<file path="src/hdl/isort_pkg.sv">
package isort_pkg;

  localparam int unsigned DATA_W = 32;

  typedef logic signed [DATA_W-1:0] data_t;

  typedef enum logic {
    ST_FILL,
    ST_DRAIN
  } state_t;

  // broadcast from the controller to every cell
  typedef struct packed {
    logic  ins;    // insert value this cycle
    logic  shift;  // drain: move every entry one cell toward the output
    data_t value;  // value being inserted
  } ctrl_t;

endpackage

</file>
<file path="src/hdl/isort_cell.sv">
module isort_cell (
  input  logic                clk,
  input  logic                rst_n,
  input  isort_pkg::ctrl_t    ctrl,
  input  logic                prev_gt,
  input  logic                prev_valid,
  input  isort_pkg::data_t    prev_value,
  input  logic                next_valid,
  input  isort_pkg::data_t    next_value,
  output logic                gt,
  output logic                valid,
  output isort_pkg::data_t    value
);

  logic             valid_r;
  logic             valid_nxt;
  isort_pkg::data_t value_r;
  isort_pkg::data_t value_nxt;

  // empty cell counts as +infinity
  assign gt    = !valid_r || (value_r > ctrl.value);
  assign valid = valid_r;
  assign value = value_r;

  always_comb begin
    valid_nxt = valid_r;
    value_nxt = value_r;
    if (ctrl.shift) begin
      valid_nxt = next_valid;
      value_nxt = next_value;
    end else if (ctrl.ins && gt) begin
      valid_nxt = valid_r | prev_valid;
      value_nxt = prev_gt ? prev_value : ctrl.value;
    end
  end

  always_ff @(posedge clk) begin
    if (!rst_n) begin
      valid_r <= 1'b0;
    end else begin
      valid_r <= valid_nxt;
    end
  end

  always_ff @(posedge clk) begin
    value_r <= value_nxt;
  end

endmodule

</file>
<file path="config.mk">
export PLATFORM = sky130hd
export DESIGN_NAME = isort_cell
export DESIGN_NICKNAME = d
export VERILOG_FILES = /design/src/hdl/isort_pkg.sv /design/src/hdl/isort_cell.sv
export SDC_FILE = /design/constraint.sdc
export NUM_CORES = 1
export LEC_CHECK = 0
export BUFFER_PORTS_ARGS = -buffer_cell sky130_fd_sc_hd__buf_2
export CORE_UTILIZATION = 50
export CTS_BUF_LIST = sky130_fd_sc_hd__clkbuf_4 sky130_fd_sc_hd__clkbuf_8
export CTS_CLUSTER_DIAMETER = 150
export CTS_CLUSTER_SIZE = 40
export DETAILED_ROUTE_END_ITERATION = 8
export PLACE_DENSITY = 0.89
export SLEW_MARGIN = 30
export SYNTH_ARGS = -nofsm -noshare
export SYNTH_HDL_FRONTEND = slang
export SYNTH_SLANG_ARGS = --single-unit
</file>
<file path="constraint.sdc">
create_clock -name clk -period 11.29 [get_ports clk]
set_input_delay 2.258 -clock clk [delete_from_list [all_inputs] [get_ports clk]]
set_output_delay 2.258 -clock clk [all_outputs]
set_load 0.02 [all_outputs]
</file>
* Yosys cells after proc, flatten, opt, wreduce, memory -nomap -nowiden
Index checks and enable logic that the tools add are counted.
** Operators by class
- Multiplexer cells :: 5
- Bitwise logic cells :: 1
- Reductions and logical operators :: 4
- $lt $le $gt $ge :: 1
** Operators by type and width (count)
- $mux 32 :: 3
- $gt 32x32->1 :: 1
- $mux 1 :: 2
- $reduce_bool 2->1 :: 1
- $logic_and 1x1->1 :: 1
- $logic_not 1->1 :: 1
- $logic_or 1x1->1 :: 1
- $or 1x1->1 :: 1
** Storage, ports and cells
- Input bits :: 103
- Bits in registers :: 33
- Output and inout bits :: 34

* Depth between registers and ports, before layout
Gate-level depths: netlist (run 1).
- Depth after elaboration :: 5
- Mapped depth :: 8
- Gate-level depth less buffers :: 8

* Worst setup path after synthesis (run 1)
No wires, ideal clock.
- Path type :: input port to flip-flop
- Start point :: input port ctrl[14] in the netlist's numbering
- End point :: register value_r[0] (netlist: value[0]) (enable)
- Stages on the path :: 7
- Data arrival time :: 5.836 ns
- Setup slack :: 4.982 ns
- Path buffers :: 0
- Setup time :: 0.472 ns
- Path through :: inv_1 > ha_1 > nand4_1 > nor4_1 > a211o_1 > a211oi_2 > o311ai_1
** On the way
- Word-level cells in the longest chain between the ends :: 4
** Ends and longest elaborated chain
- start: declaration :: line isort_cell.sv:4 : input isort_pkg::ctrl_t ctrl,
- $gt 32x32->1 :: line isort_cell.sv:21 : assign gt = !valid_r || (value_r > ctrl.value);
- $logic_or 1x1->1 :: line isort_cell.sv:21
- $logic_and 1x1->1 :: line isort_cell.sv:31 : end else if (ctrl.ins && gt) begin
- $reduce_bool 2->1 (no line)
- end signal: assignment :: line isort_cell.sv:46 : value_r <= value_nxt;
- end: declaration :: line isort_cell.sv:17 : isort_pkg::data_t value_r;
No other way between the ends.
A chain may end at the register's enable or synchronous reset.

* Worst setup path after layout (run 1)
- Start point :: input port ctrl[7] in the netlist's numbering
- End point :: output port gt
** On the way
- Word-level cells in the longest chain between the ends :: 2
** Ends and longest elaborated chain
- $gt 32x32->1 :: line isort_cell.sv:21
- $logic_or 1x1->1 :: line isort_cell.sv:21
- end: declaration :: line isort_cell.sv:10 : output logic gt,
No other way between the ends.

==> out/results.tsv, run 1 <==
metric	value	unit
status	finished, final reports clean	
first-pass GRT wire length	9535	um
Reg-to-Reg Start	value[31]	
Critical Path AT	4270	ps
initial core utilization	52.03	%
Required @ worst endpoint	9030	ps
crit path capture type	primary output	
Clock Tree Buf Depth	2	
drt pass-1 iters	4	
largest net degree at the start of global routing	66	
top_reg_cell synth	edfxtp_1	
Post-synth EDFFs	32	
placement row count	25	
vias in the first global route	2308	
Reg2Reg Capture Point	value[0]	
Synth Register Bits	33	
max-cap violation count	0	
total CTS buffers	5	
post-synthesis async set-or-reset flop share	0	%
Fillers	392	
crit path time final	6531	ps
CTS tree	built	
Tot GR Track Use	23.51	%
clock-pin slew on the worst setup and hold paths	60	ps
Antenna Nets Post-Route	0	
path depth of the worst reg2reg path	6	
DIE AREA	0.005232	sq mm
min-delay src	valid	
Fmax achieved	153.1	MHz
clock tree sinks	33	
hpwl dp	4886	um
Pins Over Slew Limit	0	
initial antenna violation count	0	
# diodes	0	
via-per-instance ratio	5.110	
Critical Path Fanout Max	2	
Placeable Area	0.004755	sq mm
switching share of power	31.92	%
peak supply drop	0.00006041	V
sequential-to-total area share from yosys stat	39.66	%
Max transition margin	35.19	%
R2R setup slack	8150	ps
Placed Area	0.003218	sq mm
yosys warns	0	
H-tree lvl count	2	
Hold Crit Endpoint	valid	
initial drt markers	109	
input/output buffers	136	
mapped cell area	0.002474	sq mm
Congestion Overflow GR	0	
clk root buf	clkbuf_8	
final instance area	0.003318	sq mm
Clk pwr share	25.5	%
crit share post-route	57.85	%
Pwr per Cell Area	114.3	mW/mm^2
worst slew pin tran	972.1	ps
clk_lat worst skew	280	ps
share of cells above drive strength 1	37.03	%
post-cts sizing count	0	
most frequent cells in the layout	buf_2 (135), nand2_1 (40), o21ai_0 (40)	
critical path class	input port to primary output	
nets	531	
Post-CTS Setup Inserts	0	
number of remaining DRC errors	0	
Int Power	0.2582	mW
GPL Wtd Cong	0.7479	
Area Growth Syn to Fin	34.14	%
Sequential Power Share	42.6	%
Hold WC Path Type	flop to flop	
final-report hold violation count	0	
area occupied by multi-input gates	0.001334	sq mm
Mapped Avg Cell Area	9.405	sq um
P_sw	0.1211	mW
Setup violations, final	0	
Post-Syn Instances	263	
Die X-Extent	72.34	um
drt wl/cell	13.17	um
crit path launch type	input port	
Die Y	72.34	um
Total Neg Setup Slack	0	ps
synth unique cells	25	
vias after detailed routing	2371	
WHS Path Cells	2	
commonest non-fill, non-tap cell in the layout	buf_2	
power share of the combinational group	31.9	%
Max Clock Skew	11.57	ps
syn_nets	398	
total wire length	6111	um
# hold bufs at CTS	0	
Lkg Pwr	1.779	nW
RSZ-0062 raised after global routing	false	
io pins	137	
Register Area	980.9	sq um
==> per-layer routing <==
layer / up-vias / routed length (um) / GRT usage (%)
li1: 1198 / - / -
met1: 1062 / 2478 / 25.27
met2: 107 / 3201 / 45.79
met3: 4 / 398 / 5.417
met4: 0 / 32 / 5.882
met5: - / 0 / 0
==> cell usage after synthesis (all sizes together) (2+ instances only) <==
| library cell | count | share of area [%] |
|---|---|---|
| nor2 | 3 | 0.46 |
| a21oi | 14 | 2.8 |
| clkbuf | 8 | 1.2 |
| nand3 | 3 | 0.61 |
| nand4 | 6 | 1.5 |
| a211oi | 2 | 0.81 |
| edfxtp | 32 | 39 |
| ha | 32 | 16 |
| buf | 3 | 0.61 |
| inv | 35 | 5.3 |
| nor4 | 2 | 0.51 |
| a21o | 2 | 0.61 |
| nand2 | 40 | 6.1 |
| o21ai | 40 | 8.1 |
| mux2i | 32 | 13 |
==> per-stage QoR <==
step	setup slack, ps	cells	power (mW)	hold WS [ps]	util [%]
after floorplan	4982	263	0.2352	608.3	-
after global placement	4883	456	0.2789	532.5	67.68
after detailed placement	4779	456	0.2851	554.7	67.68
after CTS	4772	464	0.3808	559.0	69.74
after global routing	4534	464	0.4002	587.2	69.79
final	4759	464	0.3793	566.5	69.79
==> logic make-up (layout without fill, tap and decap cells) <==
kind of cell	after synthesis	in the layout	synth area share, %
buffers and inverters	46	180	7.132
flip-flops	33	33	39.66
multiplexers	32	32	12.95
AO/OA/AOI/OAI	62	62	13.81
AND/OR/NAND/NOR	58	58	10.27
adder cells (fa/ha/maj)	32	32	16.19
==> worst max-delay path, cell delays in order <==
cell and delay, ps:
buf_2 90, inv_1 40, ha_1 280, a21oi_1 150, o21ai_0 130, a221o_1 360
a211o_1 240, a211oi_2 340, o21ai_0 180, buf_2 200
==> flip-flops by register name, summed over array words and instances, names as in the netlist <==
signal  count
valid       1
value      32
==> how the worst max path moves through the flow <==
| stage | start | end | slack (ps) | cells past startpoint |
|---|---|---|---|---|
| after CTS | ctrl[19] | gt | 4770 | 10 |
| after global placement | ctrl[19] | gt | 4880 | 10 |
| final | ctrl[7] | gt | 4760 | 10 |
| after detailed placement | ctrl[7] | gt | 4780 | 10 |
| after global routing | ctrl[19] | gt | 4530 | 10 |
| after floorplan | ctrl[14] | value[0] | 4980 | 7 |
==> final cells by class <==
class                           instances  area share [%]
Clock buffer                            8           2.941
Inverter                               35           3.959
Multi-Input combinational cell        184           40.20
Sequential cell                        33           29.56
Tap cell                               67           2.526
Timing Repair Buffer                  137           20.81
==> power by group through the flow <==
| stage | sequential [mW] | combinational, mW | clock [mW] |
|---|---|---|---|
| floorplan | 0.183 | 0.0527 | 0 |
| global placement | 0.163 | 0.116 | 0 |
| detailed placement | 0.164 | 0.121 | 0 |
| CTS | 0.161 | 0.122 | 0.0978 |
| global route | 0.163 | 0.134 | 0.103 |
| finish | 0.161 | 0.121 | 0.0967 |
Power figures use the tool's default switching activity.
==> run 2: changes to the inputs <==
--- a/config.mk
+++ b/config.mk
@@ -5,13 +5,14 @@
 export SDC_FILE = /design/constraint.sdc
 export NUM_CORES = 1
 export LEC_CHECK = 0
+export ABC_AREA = 1
 export BUFFER_PORTS_ARGS = -buffer_cell sky130_fd_sc_hd__buf_2
-export CORE_UTILIZATION = 50
+export CORE_UTILIZATION = 42
 export CTS_BUF_LIST = sky130_fd_sc_hd__clkbuf_4 sky130_fd_sc_hd__clkbuf_8
 export CTS_CLUSTER_DIAMETER = 150
 export CTS_CLUSTER_SIZE = 40
 export DETAILED_ROUTE_END_ITERATION = 8
-export PLACE_DENSITY = 0.89
+export PLACE_DENSITY = 0.78
 export SLEW_MARGIN = 30
 export SYNTH_ARGS = -nofsm -noshare
 export SYNTH_HDL_FRONTEND = slang
==> constraint.sdc (replaced) <==
create_clock -name clk -period 5.7 [get_ports clk]
set_input_delay 1.14 -clock clk [delete_from_list [all_inputs] [get_ports clk]]
set_output_delay 1.14 -clock clk [all_outputs]
set_load 0.02 [all_outputs]
==> out/results.tsv, run 2 <==
metric	value	unit	change
status	finished, final reports clean		
Lkg Pwr	1.737	nW	-2.4%
post-synthesis async set-or-reset flop share	0	%	unchanged
Setup violations, final	0		unchanged
most common cell in the netlist	nand2_1		
number of remaining DRC errors	0		unchanged
Congestion Overflow GR	0		unchanged
clk_lat worst skew	280	ps	about the same
post-cts sizing count	0		unchanged
Max transition margin	42.76	%	+7.6 points
most used cell, CP	nand2_1		
Hold WC Path Type	flop to flop		
max FFs per register	32		unchanged
Slowest cell on crit path	ha_1		
drt pass-1 iters	4		unchanged
nets	569		+7.2%
crit-path cells	buf_2, inv_1, ha_1, nand2_1, nor2_1, nand4_1, nor2_1, nand2_1, nand2_1, nand2_1, nand2_1, nand2_1, nand2_2, buf_2		
Critical Path AT	2640	ps	-1630 ps
input/output buffers	136		unchanged
synth unique cells	23		-8.0%
clock tree sinks	33		unchanged
total CTS buffers	5		unchanged
largest net degree at the start of global routing	66		unchanged
vias in the first global route	2288		-0.87%
Buf+Inv Stages, Crit Path	3		unchanged
commonest non-fill, non-tap cell in the layout	buf_2		
top cells by area, synth	edfxtp_1 (37%), ha_1 (15%), nand2_1 (10%)		
total wire length	6339	um	+3.7%
share of cells above drive strength 1	35.40	%	-1.6 points
initial drt markers	57		-48%
mapped cell area	0.002596	sq mm	+5.0%
Setup WS pre-CTS	1920	ps	-2859 ps
io pins	137		unchanged
Die X-Extent	80.62	um	+11%
final-report hold violation count	0		unchanged
clk root buf	clkbuf_8		
max-cap violation count	0		unchanged
Critical Path Fanout Max	2		unchanged
Post-CTS Setup Inserts	0		unchanged
Clock Tree Buf Depth	2		unchanged
top_reg_cell synth	edfxtp_1		
Yosys top cell area share	37.01	%	-1.8 points
Yosys top cell by area	edfxtp_1		
H-tree lvl count	2		unchanged
Required @ worst endpoint	4560	ps	-4470 ps
CTS tree	built		
initial core utilization	43.59	%	-8.4 points
worst slew pin tran	855.6	ps	-116.5 ps
Top delay family on crit path	simple AND/OR/NAND/NOR gates		
Pwr per Cell Area	215.6	mW/mm^2	+89%
drt wl/cell	12.43	um	-5.6%
crit share post-route	66.33	%	
Placed Area	0.003301	sq mm	+2.6%
Synth top cells by count	nand2_1 (72), inv_1 (45), edfxtp_1 (32), ha_1 (32)		
clock-pin slew on the worst setup and hold paths	70	ps	about the same
Die Y	80.62	um	+11%
syn_nets	440		+11%
first-pass GRT wire length	10030	um	+5.2%
Mapped Avg Cell Area	8.512	sq um	-9.5%
Area Growth Syn to Fin	30.80	%	
crit path capture type	primary output		
via-per-instance ratio	4.900		-4.1%
vias after detailed routing	2499		+5.4%
Fillers	583		+49%
Hold WS	637.8	ps	+71.28 ps
# diodes	0		unchanged
PnR worst setup slack	1919	ps	-2840 ps
Max Clock Skew	5.694	ps	-5.880 ps
Placeable Area	0.005956	sq mm	+25%
hpwl dp	4877	um	-0.19%
placement row count	28		+12%
Post-Syn Instances	305		+16%
sequential-to-total area share from yosys stat	37.78	%	-1.9 points
initial antenna violation count	0		unchanged
Fmax achieved	264.5	MHz	
critical path class	input port to primary output		
Post-synth EDFFs	32		unchanged
peak supply drop	0.0001031	V	+71%
Pins Over Slew Limit	0		unchanged
# hold bufs at CTS	0		unchanged
GPL Wtd Cong	0.7978		+6.7%
CP peak stage delay	280	ps	-80 ps
Total Neg Setup Slack	0	ps	unchanged
RSZ-0062 raised after global routing	false		
crit path launch type	input port		
crit path time final	3781	ps	
most frequent cells in the layout	buf_2 (135), nand2_1 (72), inv_1 (44)		
final instance area	0.003396	sq mm	+2.3%
Final Power	0.7322	mW	+93%
DIE AREA	0.006500	sq mm	+24%
Tot GR Track Use	20.33	%	-3.2 points
Antenna Nets Post-Route	0		unchanged
yosys warns	0		unchanged
Synth Register Bits	33		unchanged
[run 2: area by class of cell]
class	instances	area [sq um]	area share, %
well taps	75	93.84	2.763
multi-input cells	213	1376	40.53
repair buffers	136	683.2	20.12
inverters	45	170.2	5.011
clock buffers	8	91.34	2.690
flip-flops and latches	33	980.9	28.89
[run 2: power by group]
group	internal, mW	switching, mW	total [mW]	leakage [nW]
combinational	0.0991	0.136	0.235	1.36
sequential	0.299	0.0140	0.313	0.328
clock	0.101	0.0831	0.184	0.0498
total	0.499	0.233	0.732	1.74
[run 2: metal layers]
layer  GRT usage [%]  up-vias  wire [um]
li1                -     1304          -
met3           2.727        7        333
met1           23.91     1099       2666
met4           6.786        0         72
met2           37.46       89       3266
met5               0        -          0
[run 2: cells by family (layout without fill, tap and decap cells)]
logic type / count (synthesis) / after routing / share of synthesized area, %
AOI/OAI and AO/OA: 83 / 83 / 22.02
and+or+nand+nor: 98 / 98 / 15.57
buffers and inverters: 59 / 189 / 9.204
adders and majority gates: 32 / 32 / 15.42
DFF: 33 / 33 / 37.78
[run 2: through the flow]
step	cells	utilization [%]
2_1_floorplan	305	-
5_1_grt	510	57.02
6_report	510	57.02
4_1_cts	510	56.95
3_5_place_dp	502	55.42
3_3_place_gp	502	55.42
[run 2: worst paths after layout]
kind         slack [ps]         to  depth (start not counted)      start
max                1920         gt                         14   ctrl[23]
min                 640      valid                          4      valid
max reg2reg        3010  value[19]                         13  value[23]
min reg2reg         640      valid                          4      valid
[run 2: worst reg2reg max path, cell delays in order (launching register included)]
cell      delay [ps]
edfxtp_1         400
ha_1             310
nand2_1           70
nor2_1           130
nand4_1          210
nor2_1           150
nand2_1           80
nand2_1           60
nand2_1           50
nand2_1           60
nand2_1           70
nand2_2           70
nand2_2           50
nand2_2          600
